**config.mk**
```make
export PLATFORM = sky130hd
export DESIGN_NAME = mesh_xy_wormhole_switch_arbiter_core
export DESIGN_NICKNAME = d
export VERILOG_FILES = /design/src/design/mxw_pkg.sv /design/src/design/mesh_xy_wormhole_switch_arbiter_core.sv /design/src/design/mxw_route.sv /design/src/design/mxw_arb.sv
export SDC_FILE = /design/constraint.sdc
export NUM_CORES = 1
export LEC_CHECK = 0
export BUFFER_PORTS_ARGS = -buffer_cell sky130_fd_sc_hd__buf_2
export CAP_MARGIN = 20
export CORE_UTILIZATION = 45
export DETAILED_ROUTE_END_ITERATION = 7
export HOLD_SLACK_MARGIN = 0.03
export PLACE_DENSITY = 0.67
export SLEW_MARGIN = 20
export SYNTH_ARGS = -nofsm -noshare
export SYNTH_HDL_FRONTEND = slang
export SYNTH_SLANG_ARGS = --single-unit
export TNS_END_PERCENT = 50
```
**constraint.sdc**
```tcl
create_clock -name i_clk -period 5.15 [get_ports i_clk]
set_input_delay 0.515 -clock i_clk [delete_from_list [all_inputs] [get_ports i_clk]]
set_output_delay 0.515 -clock i_clk [all_outputs]
set_load 0.01 [all_outputs]
```
**src/design/mxw_pkg.sv**
```systemverilog
// ----------------------------------------------------------------------------
// mxw_pkg
// Shared types and constants of the mesh XY wormhole switch arbiter.
// ----------------------------------------------------------------------------
`default_nettype none

package mxw_pkg;

    localparam int MXW_NPORTS     = 5;
    localparam int MXW_ID_W       = 4;
    localparam int MXW_ROUTE_W    = 3;
    localparam int MXW_MESH_WIDTH = 4;

    localparam logic [MXW_ROUTE_W-1:0] ROUTE_NONE  = 3'd0;
    localparam logic [MXW_ROUTE_W-1:0] ROUTE_LOCAL = 3'd1;
    localparam logic [MXW_ROUTE_W-1:0] ROUTE_NORTH = 3'd2;
    localparam logic [MXW_ROUTE_W-1:0] ROUTE_EAST  = 3'd3;
    localparam logic [MXW_ROUTE_W-1:0] ROUTE_SOUTH = 3'd4;
    localparam logic [MXW_ROUTE_W-1:0] ROUTE_WEST  = 3'd5;

    typedef logic [MXW_NPORTS-1:0]  t_port_mask;
    typedef logic [MXW_ROUTE_W-1:0] t_route;
    typedef logic [MXW_ID_W-1:0]    t_id;

    typedef struct packed {
        logic [MXW_NPORTS*MXW_ID_W-1:0] req_dests;
        t_port_mask                     req_empty;
        t_port_mask                     req_tail;
        t_port_mask                     out_busy;
    } t_req;

    typedef struct packed {
        t_port_mask                        grants;
        logic [MXW_NPORTS*MXW_ROUTE_W-1:0] selects;
    } t_res;

    // Output mask of a route code; codes without an output map to nothing.
    function automatic t_port_mask out_onehot(input t_route route);
        t_port_mask m;
        m = '0;
        case (route)
            ROUTE_LOCAL: m = 5'b00001;
            ROUTE_NORTH: m = 5'b00010;
            ROUTE_EAST:  m = 5'b00100;
            ROUTE_SOUTH: m = 5'b01000;
            ROUTE_WEST:  m = 5'b10000;
            default:     m = '0;
        endcase
        return m;
    endfunction

endpackage

`default_nettype wire

```
**src/design/mesh_xy_wormhole_switch_arbiter_core.sv**
```systemverilog
// ----------------------------------------------------------------------------
// mesh_xy_wormhole_switch_arbiter_core
// Switch arbiter of one five-port XY-routed wormhole mesh router.
// ----------------------------------------------------------------------------
// Usage:
//   Input channel (i_in_valid / o_in_ready / i_in_data) carries one request
//   word per router cycle: destinations, empty flags, tail flags and busy
//   outputs. Output channel (o_out_valid / i_out_ready / o_out_data) returns
//   one grant word per request word: grant bits and route selects.
//   Config channel (i_cfg_valid / o_cfg_ready / i_cfg_data) writes the router
//   id; always ready; the user writes it only while idle, not enforced here.
// Flow: an accepted word waits in the input register and is allocated as it
//   moves into the result register, where its grant word is shown valid.
// Throughput: one word per cycle unless stalled; allocation is a single pass
//   through five priority-chained steps between input and result registers.
// Reset: clears the router id, all connections and output reservations, and
//   the valid flags of both pipeline registers.
// Stall: when the receiver holds i_out_ready low the result register holds
//   and the input register holds behind it; allocation state advances only
//   when a word moves into the result register.
// ----------------------------------------------------------------------------
`default_nettype none

module mesh_xy_wormhole_switch_arbiter_core
    import mxw_pkg::*;
#(
    parameter int MESH_WIDTH = MXW_MESH_WIDTH
) (
    input  wire        i_clk,
    input  wire        i_rst_n,
    input  wire        i_in_valid,
    output logic       o_in_ready,
    input  wire t_req  i_in_data,
    output logic       o_out_valid,
    input  wire        i_out_ready,
    output t_res       o_out_data,
    input  wire        i_cfg_valid,
    output logic       o_cfg_ready,
    input  wire t_id   i_cfg_data
);

    t_id  r_node_id;
    logic r_in_valid;
    t_req r_in;
    logic r_out_valid;
    t_res r_out;
    t_res n_out;
    logic advance;

    assign advance     = r_in_valid && (!r_out_valid || i_out_ready);
    assign o_in_ready  = !r_in_valid || advance;
    assign o_cfg_ready = 1'b1;
    assign o_out_valid = r_out_valid;
    assign o_out_data  = r_out;

    mxw_arb #(.MESH_WIDTH(MESH_WIDTH)) u_arb (
        .i_clk     (i_clk),
        .i_rst_n   (i_rst_n),
        .i_fire    (advance),
        .i_node_id (r_node_id),
        .i_req     (r_in),
        .o_res     (n_out)
    );

    always_ff @(posedge i_clk) begin
        if (!i_rst_n) begin
            r_node_id   <= '0;
            r_in_valid  <= 1'b0;
            r_out_valid <= 1'b0;
        end else begin
            if (i_cfg_valid) begin
                r_node_id <= i_cfg_data;
            end
            if (o_in_ready) begin
                r_in_valid <= i_in_valid;
            end
            if (advance) begin
                r_out_valid <= 1'b1;
            end else if (i_out_ready) begin
                r_out_valid <= 1'b0;
            end
        end
    end

    // payload registers: load on handshake, hold otherwise
    always_ff @(posedge i_clk) begin
        if (i_in_valid && o_in_ready) begin
            r_in <= i_in_data;
        end
        if (advance) begin
            r_out <= n_out;
        end
    end

endmodule

`default_nettype wire

```
**src/design/mxw_route.sv**
```systemverilog
// ----------------------------------------------------------------------------
// mxw_route
// XY route of one destination id: column first, then row.
// ----------------------------------------------------------------------------
`default_nettype none

module mxw_route
    import mxw_pkg::*;
#(
    parameter int MESH_WIDTH = MXW_MESH_WIDTH
) (
    input  wire t_id    i_here,
    input  wire t_id    i_dest,
    output t_route      o_route
);

    localparam int IdMax = (1 << MXW_ID_W) - 1;
    localparam int RowW  = $clog2(IdMax / MESH_WIDTH + 1);
    localparam int ColW  = (MESH_WIDTH > 2) ? $clog2(MESH_WIDTH) : 1;

    // row and column of an id, looked up over every id value
    function automatic logic [RowW-1:0] row_of(input t_id id);
        logic [RowW-1:0] row;
        row = '0;
        for (int i = 0; i <= IdMax; i++) begin
            if (id == t_id'(i)) begin
                row = RowW'(i / MESH_WIDTH);
            end
        end
        return row;
    endfunction

    function automatic logic [ColW-1:0] col_of(input t_id id);
        logic [ColW-1:0] col;
        col = '0;
        for (int i = 0; i <= IdMax; i++) begin
            if (id == t_id'(i)) begin
                col = ColW'(i % MESH_WIDTH);
            end
        end
        return col;
    endfunction

    logic [RowW-1:0] here_row, tgt_row;
    logic [ColW-1:0] here_col, tgt_col;

    assign here_row = row_of(i_here);
    assign tgt_row  = row_of(i_dest);
    assign here_col = col_of(i_here);
    assign tgt_col  = col_of(i_dest);

    always_comb begin
        if (tgt_col > here_col) begin
            o_route = ROUTE_EAST;
        end else if (tgt_col < here_col) begin
            o_route = ROUTE_WEST;
        end else if (tgt_row > here_row) begin
            o_route = ROUTE_SOUTH;
        end else if (tgt_row < here_row) begin
            o_route = ROUTE_NORTH;
        end else begin
            o_route = ROUTE_LOCAL;
        end
    end

endmodule

`default_nettype wire

```
**src/design/mxw_arb.sv**
```systemverilog
// ----------------------------------------------------------------------------
// mxw_arb
// Fixed-priority switch allocation with wormhole connection state.
// ----------------------------------------------------------------------------
`default_nettype none

module mxw_arb
    import mxw_pkg::*;
#(
    parameter int MESH_WIDTH = MXW_MESH_WIDTH
) (
    input  wire        i_clk,
    input  wire        i_rst_n,
    input  wire        i_fire,
    input  wire t_id   i_node_id,
    input  wire t_req  i_req,
    output t_res       o_res
);

    t_route     fresh [MXW_NPORTS];
    logic       r_conn [MXW_NPORTS];
    logic       n_conn [MXW_NPORTS];
    t_route     r_held [MXW_NPORTS];
    t_route     n_held [MXW_NPORTS];
    t_port_mask r_resv, n_resv;

    for (genvar k = 0; k < MXW_NPORTS; k++) begin : g_route
        mxw_route #(.MESH_WIDTH(MESH_WIDTH)) u_route (
            .i_here  (i_node_id),
            .i_dest  (i_req.req_dests[k*MXW_ID_W +: MXW_ID_W]),
            .o_route (fresh[k])
        );
    end

    always_comb begin
        t_port_mask free_set;
        t_port_mask hit;
        t_route     route;
        logic       granted;
        free_set = ~i_req.out_busy;
        n_resv   = r_resv;
        o_res    = '0;
        for (int k = 0; k < MXW_NPORTS; k++) begin
            n_conn[k] = r_conn[k];
            n_held[k] = r_held[k];
            route     = r_conn[k] ? r_held[k] : fresh[k];
            hit       = out_onehot(route) & free_set;
            // a new packet may not take an output that another packet holds
            granted   = !i_req.req_empty[k] && (|hit)
                        && !(!r_conn[k] && (|(hit & r_resv)));
            if (!i_req.req_empty[k] && !r_conn[k]) begin
                n_held[k] = fresh[k];
            end
            if (granted) begin
                o_res.grants[k]                         = 1'b1;
                o_res.selects[k*MXW_ROUTE_W +: MXW_ROUTE_W] = route;
                free_set  = free_set & ~hit;
                n_conn[k] = !i_req.req_tail[k];
                n_resv    = i_req.req_tail[k] ? (n_resv & ~hit) : (n_resv | hit);
            end
        end
    end

    always_ff @(posedge i_clk) begin
        if (!i_rst_n) begin
            r_resv <= '0;
            for (int k = 0; k < MXW_NPORTS; k++) begin
                r_conn[k] <= 1'b0;
                r_held[k] <= ROUTE_NONE;
            end
        end else if (i_fire) begin
            r_resv <= n_resv;
            for (int k = 0; k < MXW_NPORTS; k++) begin
                r_conn[k] <= n_conn[k];
                r_held[k] <= n_held[k];
            end
        end
    end

endmodule

`default_nettype wire

```
# Word level (Yosys, flattened, before mapping)
# Memory sizes are Yosys's and may differ from the RTL's.
# Cells that the tools add are included.
dict set report word_totals {
  ff_bits 66
  mem_bits_rw 20
  n_memories 2
}
dict set report classes {
  magnitude_cmp 20
  eq_ne 115
  n_mux 237
  bitwise_logic 40
  reduce_logical 57
}
# name words word_bits rd rd_ports_with_merged_regs write_ports line
set memory_table {}
lappend memory_table {u_arb.r_held 5 3 5 0 5 mxw_arb.sv:23} ;# t_route r_held [MXW_NPORTS];
lappend memory_table {u_arb.r_conn 5 1 5 0 5 mxw_arb.sv:21} ;# logic r_conn [MXW_NPORTS];
# cell n
set op_table {}
lappend op_table {{$mux W2} 155}
lappend op_table {{$eq A4 B4 Y1 const B} 48}
lappend op_table {{$pmux W5 S5} 5}
lappend op_table {{$eq A4 B3 Y1 const B} 24}
lappend op_table {{$and A5 B5 Y5} 19}
lappend op_table {{$mux W3} 30}
lappend op_table {{$mux W5} 14}
lappend op_table {{$reduce_or A5 Y1} 10}
lappend op_table {{$eq A4 B2 Y1 const B} 12}
lappend op_table {{$mux W1} 33}
lappend op_table {{$eq A3 B2 Y1 const B} 10}
lappend op_table {{$eq A3 B3 Y1 const B} 10}
lappend op_table {{$not A5 Y5} 6}
lappend op_table {{$or A5 B5 Y5} 5}
lappend op_table {{$eq A4 B1 Y1 const B} 6}
lappend op_table {{$logic_and A1 B1 Y1} 22}
lappend op_table {{$logic_not A1 Y1} 22}
lappend op_table {{$gt A2 B2 Y1} 10}
lappend op_table {{$lt A2 B2 Y1} 10}
lappend op_table {{$eq A3 B1 Y1 const B} 5}
lappend op_table {{$or A1 B1 Y1} 10}
lappend op_table {{$logic_or A1 B1 Y1} 2}
lappend op_table {{$reduce_bool A2 Y1} 1}

# Longest topological paths before layout
# Gate-level depths: netlist (run 1).
dict set report logic_depth {
  word_depth 58
  depth_mapped 24
  ltp_nobuf 20
}

# Hierarchy
# Synthesis (run 1) repeated with hierarchy kept, for this count alone.
dict set report unflattened {
  cells_unflattened 578
  area_unflattened_um2 5705.5
}
# mod n_inst cells_per_inst area_each_um2 seq_area_each_um2
set by_module_without_submodules {}
lappend by_module_without_submodules {mxw_arb 1 394 3104.2 700.7}
lappend by_module_without_submodules {mesh_xy_wormhole_switch_arbiter_core 1 79 1919.3 1771.7}
lappend by_module_without_submodules {mxw_route 5 21 136.4 0.0}

# Worst setup path before layout (run 1)
# No wires, ideal clock.
dict set report synth_timing {
  path_type {flip-flop to flip-flop}
  start {register r_node_id[0] (netlist name)}
  end {memory u_arb.r_conn[4][0], in the netlist u_arb.r_conn[0][4] (enable)}
  setup_ns 0.314
  arrival_time_ns 4.655
  required_ns 4.836
  slack_ns 0.180
  stages_incl_launch_ff 22
  period_less_slack_ns 4.970
  cell_sequence {dfxtp_1 clkbuf_1 ha_1 and2_1 buf_6 o21ai_2 a21oi_1 or4_4 a41o_1 buf_6 clkinv_4 o211ai_4 o21a_1 or3_4 o221a_4 or3_4 a41oi_2 a31oi_4 o41ai_2 o2111a_2 a21oi_2 o31ai_2}
}
# item line
set synth_lines {}
lappend synth_lines {{end: declaration} mxw_arb.sv:21}

==> results of run 1 <==
## area by class of cell
class                   instances  area share (%)
multi-input cells             403            43.9
flip-flops and latches         86            35.7
repair buffers                122            11.1
clock buffers                  12            3.56
well taps                     143            2.58
inverters                      36            2.09
clock inverters                 4            1.14
## registers in the layout (all words and copies together), names as in the netlist
signal,flops
o_out_data,20
o_out_valid,1
r_node_id,4
r_in,35
r_in_valid,1
u_arb.r_conn,5
u_arb.r_resv,5
u_arb.r_held,15
## cells by family after synthesis
group	Yosys count	share of synthesized area (%)
simple gates	213	19.5
flops	86	45.5
fa+ha+maj	20	4.61
compound gates	152	22.0
other cells	1	0.0690
buf+inv	62	5.07
mux	17	3.25
## cell usage in the layout (no fill, tap or decap), drive strengths merged, types with 3 or more instances in the layout
cell type,n
a211oi,5
a21o,4
a21oi,24
a221oi,4
a31oi,6
and2,15
and3,3
buf,122
clkbuf,12
dfxtp,11
edfxtp,75
ha,20
inv,36
mux2,5
mux2i,12
nand2,43
nand2b,6
nand3,7
nor2,67
nor2b,17
nor3,26
nor3b,3
o2111ai,3
o211a,3
o211ai,14
o21a,12
o21ai,27
o21bai,5
o221ai,3
o31a,4
o31ai,17
o41ai,4
or2,5
or3,9
## per-stage QoR
stage               instance area [um^2]  total power, mW  cells  TNS [ps]  worst slack [ps]
global route                        6930             2.19    806     -1550              -177
global placement                    6120             1.30    775         0              71.8
detailed placement                  6120             1.31    775      -179             -55.2
floorplan                           5430             1.15    551         0               180
finish                              6930             2.11    806     -2.36             -2.36
CTS                                 6580             2.04    797         0              18.1
## layer usage
layer	up-vias	routed length, um
met5	-	0
met2	216	7080
li1	2271	-
met1	2286	6560
met3	47	1100
met4	0	537
## worst max-delay path, delay by kind of cell (launching register included)
family	cells	cell delay, ps
AOI/OAI and AO/OA	13	2720
adders and majority gates	1	300
buffers and inverters	2	320
DFF	1	410
and+or+nand+nor	4	1090
## worst max path at each step
stage	from	endpoint	slack (ps)	depth (start not counted)
after floorplan	r_node_id[0]	u_arb.r_conn[0][4]	180	21
after global placement	r_node_id[3]	u_arb.r_conn[0][4]	70	19
after detailed placement	r_node_id[1]	u_arb.r_conn[0][4]	-60	19
after CTS	r_node_id[1]	u_arb.r_conn[0][4]	20	18
after global routing	r_in[18]	u_arb.r_resv[1]	-180	22
final	r_in[18]	u_arb.r_conn[0][4]	-2	20
## where the power goes
group          leakage, nW  switching, mW  internal (mW)
Clock                0.155          0.282          0.442
Combinational         1.71          0.312          0.223
Sequential           0.828         0.0353          0.812
Total                 2.69          0.629           1.48
## timing repair
action                                  4_1_cts  5_1_grt
endpoints found under the setup margin       10       15
endpoints found under the hold margin         0        0
setup buffers                                 6        9
gates resized for setup                      16       57
pin swaps                                    11       31
==> metrics.csv, run 1 <==
stage,metric,value,unit
status,status,"finished, violations left",
status,violations,"design-rule violations, negative setup slack",
clock_network,cts_buffers,9,
route,drc,2,
timing,rsz0062_at_grt,true,
clock_network,cts_buffer_depth,2,
route,ant_nets,0,
job,maxCapViolations,0,
global_route,antenna_found_initial,0,
critical_path,cp-end-kind,register,
timing,worst_pin_slew,913,ps
critical_path,max_stage_delay,410,ps
timing,slew_violations,0,
critical_path,start_kind,register,
timing,finClkSkew,11.6,ps
timing,slew_headroom,39.1,%
clock_network,h-tree-depth,3,
timing,worst_slack,-2.36,ps
finish,drive_above_1_share,32.3,%
critical_path,reg2regPathDepth,20,
die,start_util,46.8,%
route,dr.pass1.iters,8,
synthesis,yosysMostFrequentCell,edfxtp_1,
power_and_ir_drop,ir_drop,328,uV
global_route,use_met2,39.0,%
finish,seqCellArea,2470,um^2
global_route,grt_use_met1,31.7,%
route,routed_via_density,5.98,
timing,setup_violations,1,
synthesis,ys_types,78,
clock_network,cts_tree,yes,
synthesis,synth_edf_count,75,
synthesis,synth_top_area_share,41.4,%
synthesis,synth_area,5430,um^2
timing,hold_violations,0,
critical_path,crit_arrival,5210,ps
synthesis,netlist.top_cell.by_area,edfxtp_1,
finish,synthToLayoutAreaGrowth,27.6,%
die,dieHeight,112,um
critical_path,worst_ep_required_time,5200,ps
route,wl_per_cell,19.0,um
die,core_area,11600,um^2
synthesis,yosys_register_bits,86,
synthesis,synth_area_leaders,"edfxtp_1, nor2_1, ha_1",
synthesis,synth_area_per_cell,9.86,um^2
critical_path,r2r-start,r_in[18],
clock_network,clock_latency,350,ps
timing,fin_crit_sh,100,%
clock_network,cts_root_buf,clkbuf_16,
finish,antennaDiodeCount,0,
min_path,hold_start,i_in_data[13],
global_route,track_usage,24.2,%
die,die-area,12500,um^2
min_path,min_path_cells,1,
clock_network,clk_pin_slew,60,ps
synthesis,synth_nets,615,
critical_path,path_class,register to register,
global_route,grt_overflow,0,
route,totalWireLength,15.3,mm
power_and_ir_drop,p_per_area,304,nW/um^2
placement,port-buffer-count,65,
timing,fin_hold_ws,335,ps
critical_path,reg2reg_slack,-2,ps
die,io_pins,67,
placement,place_hpwl,11.0,mm
critical_path,crit_chain,ha_4 -> nor2b_4 -> o21ai_4 -> buf_6 -> a211oi_4 -> o21a_1 -> nor3_2 -> a221oi_2 -> o211ai_4 -> o21a_1 -> or3_4 -> o221a_4 -> or3_4 -> a41oi_4 -> a31oi_4 -> buf_4 -> o31ai_4 -> o2111a_2 -> a21oi_4 -> o31ai_4,
synthesis,yosysWarnings,0,
finish,fill_cells,948,
power_and_ir_drop,power_leakage,2.69,nW
clock_network,cts-hold-fix-buffers,0,
synthesis,synthCells,551,
critical_path,slowest_stage,edfxtp_1,
timing,fmax,0.194,GHz
route,dr_total_vias,4820,
global_route,grt_pass1_vias,4643,
global_route,grt_max_degree,36,
timing,finalCriticalPeriod,5150,ps
min_path,hold_path_class,primary input to register,
min_path,hold_end,r_in[13],
synthesis,ys_async_sr_fraction,0,%
die,die_w,112,um
finish,fin_util,59.7,%
critical_path,r2r_end,u_arb.r_conn[0][4],
die,rows,39,
route,drt_iter0_drc,370,
clock_network,clock-sinks,86,
global_route,busiest_layer,met2,
synthesis,ys_seq_area_share,45.5,%
global_route,grt_pass1_wl,23.3,mm
critical_path,path_max_fanout,5,
finish,multi_input_comb_area,3040,um^2
placement,gp_congestion,0.946,
global_route,use_met3,5.01,%
finish,layout.nets,722,
synthesis,netlist_top_cells_count,"edfxtp_1, nor2_1, nand2_1, inv_1, nor3_1",
synthesis,yosys_most_used_dff,edfxtp_1,
Note: power is estimated with default switching activity, not from simulation.
==> inputs of run 2 (changes only) <==
--- a/config.mk
+++ b/config.mk
@@ -9,8 +9,8 @@
 export CAP_MARGIN = 20
 export CORE_UTILIZATION = 45
 export DETAILED_ROUTE_END_ITERATION = 7
-export HOLD_SLACK_MARGIN = 0.03
-export PLACE_DENSITY = 0.67
+export HOLD_SLACK_MARGIN = 0.08
+export PLACE_DENSITY_LB_ADDON = 0.2
 export SLEW_MARGIN = 20
 export SYNTH_ARGS = -nofsm -noshare
 export SYNTH_HDL_FRONTEND = slang
==> metrics.csv, run 2 (synthesis results as in run 1) <==
stage,metric,value,unit,change
critical_path,crit_arrival,5170,ps,-40 ps
timing,fin_crit_sh,99.5,%,-0.57 points
critical_path,r2r-start,r_node_id[1],,
route,routed_via_density,5.82,,-2.8%
power_and_ir_drop,power_leakage,2.64,nW,-1.9%
critical_path,path_max_fanout,6,,+1
critical_path,reg2reg_slack,30,ps,+30 ps
min_path,min_path_cells,1,,unchanged
timing,rsz0062_at_grt,true,,
status,violations,design-rule violations,,
clock_network,clock-sinks,86,,unchanged
critical_path,reg2regPathDepth,20,,unchanged
finish,fin_util,58.8,%,-0.88 points
die,die-area,12500,um^2,unchanged
status,status,"finished, violations left",,
route,wl_per_cell,18.2,um,-4.0%
route,drt_iter0_drc,375,,+1.4%
power_and_ir_drop,ir_drop,206,uV,-37%
clock_network,h-tree-depth,3,,unchanged
route,wl_met1,6.66,mm,+1.5%
finish,mostFrequentLayoutCells,"edfxtp_1, nor2_1, buf_2",,
clock_network,cts_root_buf,clkbuf_16,,
global_route,antenna_found_initial,0,,unchanged
die,die_w,112,um,unchanged
clock_network,cts_buffer_depth,2,,unchanged
critical_path,start_kind,register,,
finish,layout_commonest_cell,edfxtp_1,,
timing,fin_hold_ws,338,ps,+3.98 ps
finish,antennaDiodeCount,0,,unchanged
global_route,grt_max_degree,36,,unchanged
timing,worst_pin_slew,997,ps,+83.4 ps
placement,gp_congestion,0.904,,-4.4%
finish,final_cells,800,,-0.74%
route,totalWireLength,14.6,mm,-4.7%
finish,synthToLayoutAreaGrowth,25.7,%,
finish,layout.nets,716,,-0.83%
placement,place_hpwl,11.0,mm,about the same
finish,final_area,6830,um^2,-1.5%
timing,finClkSkew,12.5,ps,+0.957 ps
timing,slew_violations,0,,unchanged
route,dr.pass1.iters,8,,unchanged
die,start_util,46.8,%,unchanged
critical_path,cp-end-kind,register,,
critical_path,r2r_end,u_arb.r_conn[0][4],,
min_path,hold_path_class,primary input to register,,
global_route,grt_pass1_vias,4318,,-7.0%
critical_path,path_class,register to register,,
placement,place_area,6110,um^2,-0.12%
timing,hold_violations,0,,unchanged
route,wl_met3,876,um,-21%
placement,port-buffer-count,65,,unchanged
finish,drive_above_1_share,31.1,%,-1.2 points
clock_network,cts_tree,yes,,
timing,fmax,0.195,GHz,+0.57%
route,drc,2,,unchanged
job,maxCapViolations,0,,unchanged
clock_network,cts-hold-fix-buffers,0,,unchanged
route,ant_nets,0,,unchanged
global_route,grt_pass1_wl,22.3,mm,-4.4%
route,dr_total_vias,4652,,-3.5%
route,top_layer_used,met4,,
timing,slew_headroom,33.5,%,-5.6 points
clock_network,clk_pin_slew,60,ps,about the same
min_path,hold_end,r_in[22],,
timing,finalCriticalPeriod,5120,ps,-29.3 ps
die,rows,39,,unchanged
clock_network,clock_latency,360,ps,about the same
finish,fill_cells,991,,+4.5%
die,io_pins,67,,unchanged
finish,multi_input_comb_area,3030,um^2,-0.37%
die,dieHeight,112,um,unchanged
finish,regMostFlops,r_in,,
power_and_ir_drop,p_per_area,297,nW/um^2,-2.1%
clock_network,cts_buffers,9,,unchanged
critical_path,worst_ep_required_time,5200,ps,about the same
route,wl_met2,6.66,mm,-5.8%
die,core_area,11600,um^2,unchanged
placement,placed_cells,774,,-0.13%
global_route,grt_overflow,0,,unchanged
timing,setup_violations,0,,-1
finish,seqCellArea,2470,um^2,unchanged
global_route,track_usage,23.2,%,-1.0 points
finish,largest_register_ff_count,35,,unchanged
min_path,hold_start,i_in_data[22],,
run 2: cell type report:
| type | count | area share, % |
|---|---|---|
| repair buffers | 115 | 10.3 |
| clock buffers | 9 | 3.30 |
| well taps | 143 | 2.62 |
| clock inverters | 7 | 1.06 |
| flip-flops and latches | 86 | 36.2 |
| inverters | 36 | 2.12 |
| multi-input cells | 404 | 44.3 |
run 2: how the worst max path moves through the flow:
| stage | end | cells after the start | from |
|---|---|---|---|
| after CTS | u_arb.r_conn[0][4] | 20 | r_node_id[3] |
| after global routing | u_arb.r_conn[0][4] | 20 | r_node_id[1] |
| after floorplan | u_arb.r_conn[0][4] | 21 | r_node_id[0] |
| after detailed placement | u_arb.r_resv[4] | 21 | r_node_id[1] |
| final | u_arb.r_conn[0][4] | 20 | r_node_id[1] |
| after global placement | u_arb.r_conn[0][4] | 21 | r_node_id[1] |
run 2: stage by stage:
stage	setup TNS, ps	worst slack (ps)	power, mW
final	0	26.9	2.03
after global routing	-364	-113	2.12
after CTS	0	11.6	1.98
after detailed placement	-1970	-239	1.31
after global placement	0	15.8	1.30
after floorplan	0	180	1.15
run 2: metal layers:
metal,track usage [%],vias up
met5,0,-
met1,32.4,2185
met2,35.5,182
met4,9.91,0
met3,4.03,27
li1,-,2258
run 2: where the power goes:
group,internal (mW),switching [mW],total (mW)
clock,0.378,0.285,0.664
combinational,0.220,0.300,0.520
sequential,0.812,0.0353,0.847
run 2: critical path: stages, from the launching register on:
cell      delay [ps]
dfxtp_2          340
inv_2             60
ha_1             320
nor2b_4          150
o21a_4           260
a21boi_4         180
buf_4            140
nand4_1          170
nor3b_2          280
nor2_1           100
and2_4           190
o21a_1           190
or3_4            380
o221a_4          250
or3_4            410
a41oi_4          230
a31oi_4          150
o41ai_4          430
o21ba_4          250
a21oi_4           90
o31ai_2          250
run 2: repair_timing:
item / CTS / global route
buffers inserted: 0 / 9
pin swaps: 1 / 28
gates resized for setup: 5 / 60
cloned: 0 / 1
setup endpoints to repair: 15 / 15
==> inputs of run 3 (changes only) <==
--- a/config.mk
+++ b/config.mk
@@ -5,6 +5,7 @@
 export SDC_FILE = /design/constraint.sdc
 export NUM_CORES = 1
 export LEC_CHECK = 0
+export ABC_AREA = 1
 export BUFFER_PORTS_ARGS = -buffer_cell sky130_fd_sc_hd__buf_2
 export CAP_MARGIN = 20
 export CORE_UTILIZATION = 45
==> metrics.csv, run 3 <==
stage,metric,value,unit,change
status,status,"finished, final reports clean",,
timing,setup_violations,0,,unchanged
synthesis,synth_edf_count,75,,unchanged
synthesis,synthCells,602,,+9.3%
timing,fmax,0.201,GHz,+2.9%
clock_network,clk_pin_slew,90,ps,+30 ps
synthesis,ys_async_sr_fraction,0,%,unchanged
timing,rsz0062_at_grt,true,,
finish,layout.nets,751,,+4.9%
synthesis,synth_area_leaders,"edfxtp_1, nand2_1, inv_1",,
synthesis,muxShareOfSynthArea,0,%,-3.2 points
critical_path,worst_ep_required_time,5230,ps,+30 ps
finish,mostFrequentLayoutCells,"nand2_1, inv_1, edfxtp_1",,
critical_path,cp-end-kind,register,,
route,wl_per_cell,14.7,um,-19%
critical_path,path_class,register to register,,
finish,final_cells,832,,+4.0%
timing,hold_violations,0,,unchanged
route,totalWireLength,12.2,mm,-16%
finish,synthToLayoutAreaGrowth,25.7,%,about the same
placement,place_area,5500,um^2,-10%
timing,slew_violations,0,,unchanged
critical_path,cpMostUsedCell,nand2_1,,
die,die_w,108,um,-3.8%
synthesis,netlist_top_cells_count,"nand2_1, inv_1, nor2_1, edfxtp_1, nand3_1",,
timing,finalCriticalPeriod,4980,ps,-143 ps
clock_network,cts-hold-fix-buffers,0,,unchanged
global_route,grt_max_degree,35,,-2.8%
min_path,hold_path_class,primary input to register,,
critical_path,reg2reg_slack,170,ps,+140 ps
timing,worst_slack,170,ps,+143 ps
job,maxCapViolations,0,,unchanged
global_route,track_usage,21.3,%,-1.9 points
die,start_util,46.3,%,-0.48 points
global_route,antenna_found_initial,0,,unchanged
critical_path,path_max_fanout,7,,+1
timing,fin_setup_tns,0,ps,unchanged
finish,regMostFlops,r_in,,
power_and_ir_drop,power_leakage,2.73,nW,+3.3%
timing,fin_crit_sh,96.7,%,-2.8 points
clock_network,cts_root_buf,clkbuf_8,,
power_and_ir_drop,ir_drop,163,uV,-21%
timing,slew_headroom,45.7,%,+12 points
finish,largest_register_ff_count,35,,unchanged
finish,layout_commonest_cell,nand2_1,,
die,core_area,10800,um^2,-6.7%
route,drt_iter0_drc,265,,-29%
power_and_ir_drop,power,1.70,mW,-17%
synthesis,yosys_register_bits,86,,unchanged
synthesis,synth_area,5020,um^2,-7.6%
synthesis,synth_area_per_cell,8.34,um^2,-15%
synthesis,synth_top_area_share,44.9,%,+3.4 points
placement,port-buffer-count,65,,unchanged
timing,fin_hold_ws,317,ps,-21.5 ps
power_and_ir_drop,p_per_area,269,nW/um^2,-9.6%
die,io_pins,67,,unchanged
clock_network,cts_buffers,9,,unchanged
clock_network,cts_tree,yes,,
route,drc,0,,-2
die,rows,38,,-2.6%
global_route,grt_pass1_wl,18.6,mm,-16%
finish,fin_util,58.2,%,-0.61 points
critical_path,start_kind,register,,
synthesis,synth_xor_area_share,0,%,unchanged
finish,antennaDiodeCount,0,,unchanged
synthesis,netlist.top_cell.by_area,edfxtp_1,,
timing,finClkSkew,8.06,ps,-4.46 ps
route,dr_total_vias,4398,,-5.5%
critical_path,slowest_stage,edfxtp_1,,
placement,gp_congestion,0.889,,-1.7%
synthesis,ys_seq_area_share,49.3,%,+3.8 points
clock_network,h-tree-depth,3,,unchanged
critical_path,max_stage_delay,380,ps,-50 ps
timing,worst_pin_slew,806,ps,-191 ps
finish,final_area,6310,um^2,-7.6%
clock_network,clock_latency,370,ps,about the same
global_route,grt_overflow,0,,unchanged
route,routed_via_density,5.29,,-9.1%
finish,drive_above_1_share,28.9,%,-2.1 points
synthesis,synth-compound-area-share,9.70,%,-12 points
synthesis,synth_fa_ha_area_share,4.99,%,+0.38 points
synthesis,yosys_most_used_dff,edfxtp_1,,
synthesis,synth_top_family_by_area,simple AND/OR/NAND/NOR gates,,
placement,place_ws,235,ps,+475 ps
critical_path,crit_buf_inv,5,,+3
clock_network,cts_buffer_depth,2,,unchanged
synthesis,synth_nets,666,,+8.3%
critical_path,critical_path.top_delay_family,simple AND/OR/NAND/NOR gates,,
route,dr.pass1.iters,5,,-3
synthesis,yosysWarnings,0,,unchanged
route,ant_nets,0,,unchanged
die,die-area,11600,um^2,-7.5%
critical_path,crit_arrival,5060,ps,-110 ps
placement,placed_cells,796,,+2.8%
die,dieHeight,108,um,-3.8%
placement,place_hpwl,8.93,mm,-19%
synthesis,yosysMostFrequentCell,nand2_1,,
global_route,grt_pass1_vias,3915,,-9.3%
clock_network,clock-sinks,86,,unchanged
synthesis,synth-simple-area-share,28.2,%,+8.7 points
synthesis,ys_types,31,,-60%
run 3: layout make-up:
| type | instances | area [um^2] |
|---|---|---|
| Clock buffer | 13 | 149 |
| Clock inverter | 3 | 21.3 |
| Timing Repair Buffer | 90 | 549 |
| Multi-Input combinational cell | 414 | 2610 |
| Sequential cell | 86 | 2470 |
| Fill cell | 970 | 4530 |
| Inverter | 86 | 330 |
| Tap cell | 140 | 175 |
run 3: repair_timing:
item,4_1_cts,5_1_grt
endpoints found under the hold margin,0,0
endpoints found under the setup margin,0,10
buffers inserted,0,19
gates resized for setup,0,104
run 3: cell families (layout without fill, tap and decap cells):
group / after synthesis / after routing
other: 1 / 1
buffers and inverters: 103 / 192
AO/OA/AOI/OAI: 79 / 79
adder cells (fa/ha/maj): 20 / 20
AND/OR/NAND/NOR: 313 / 314
flip-flops: 86 / 86
run 3: worst paths after layout:
kind | start | to | cells after the start
min reg2reg | o_out_valid | o_out_valid | 2
max | r_in[18] | u_arb.r_conn[0][4] | 38
max reg2reg | r_in[18] | u_arb.r_conn[0][4] | 38
min | i_in_data[4] | r_in[4] | 1
run 3: power by group:
part	leakage [nW]	internal (mW)	switching [mW]
clock network	0.0836	0.189	0.240
registers	0.825	0.808	0.0227
logic	1.82	0.151	0.285
total	2.73	1.15	0.548
run 3: layer usage:
metal,vias to the layer above,wire length [um],global-route usage (%)
met5,-,0,0
li1,2192,-,-
met3,30,796,2.85
met2,153,5700,34.6
met4,0,354,8.12
met1,2023,5360,28.9
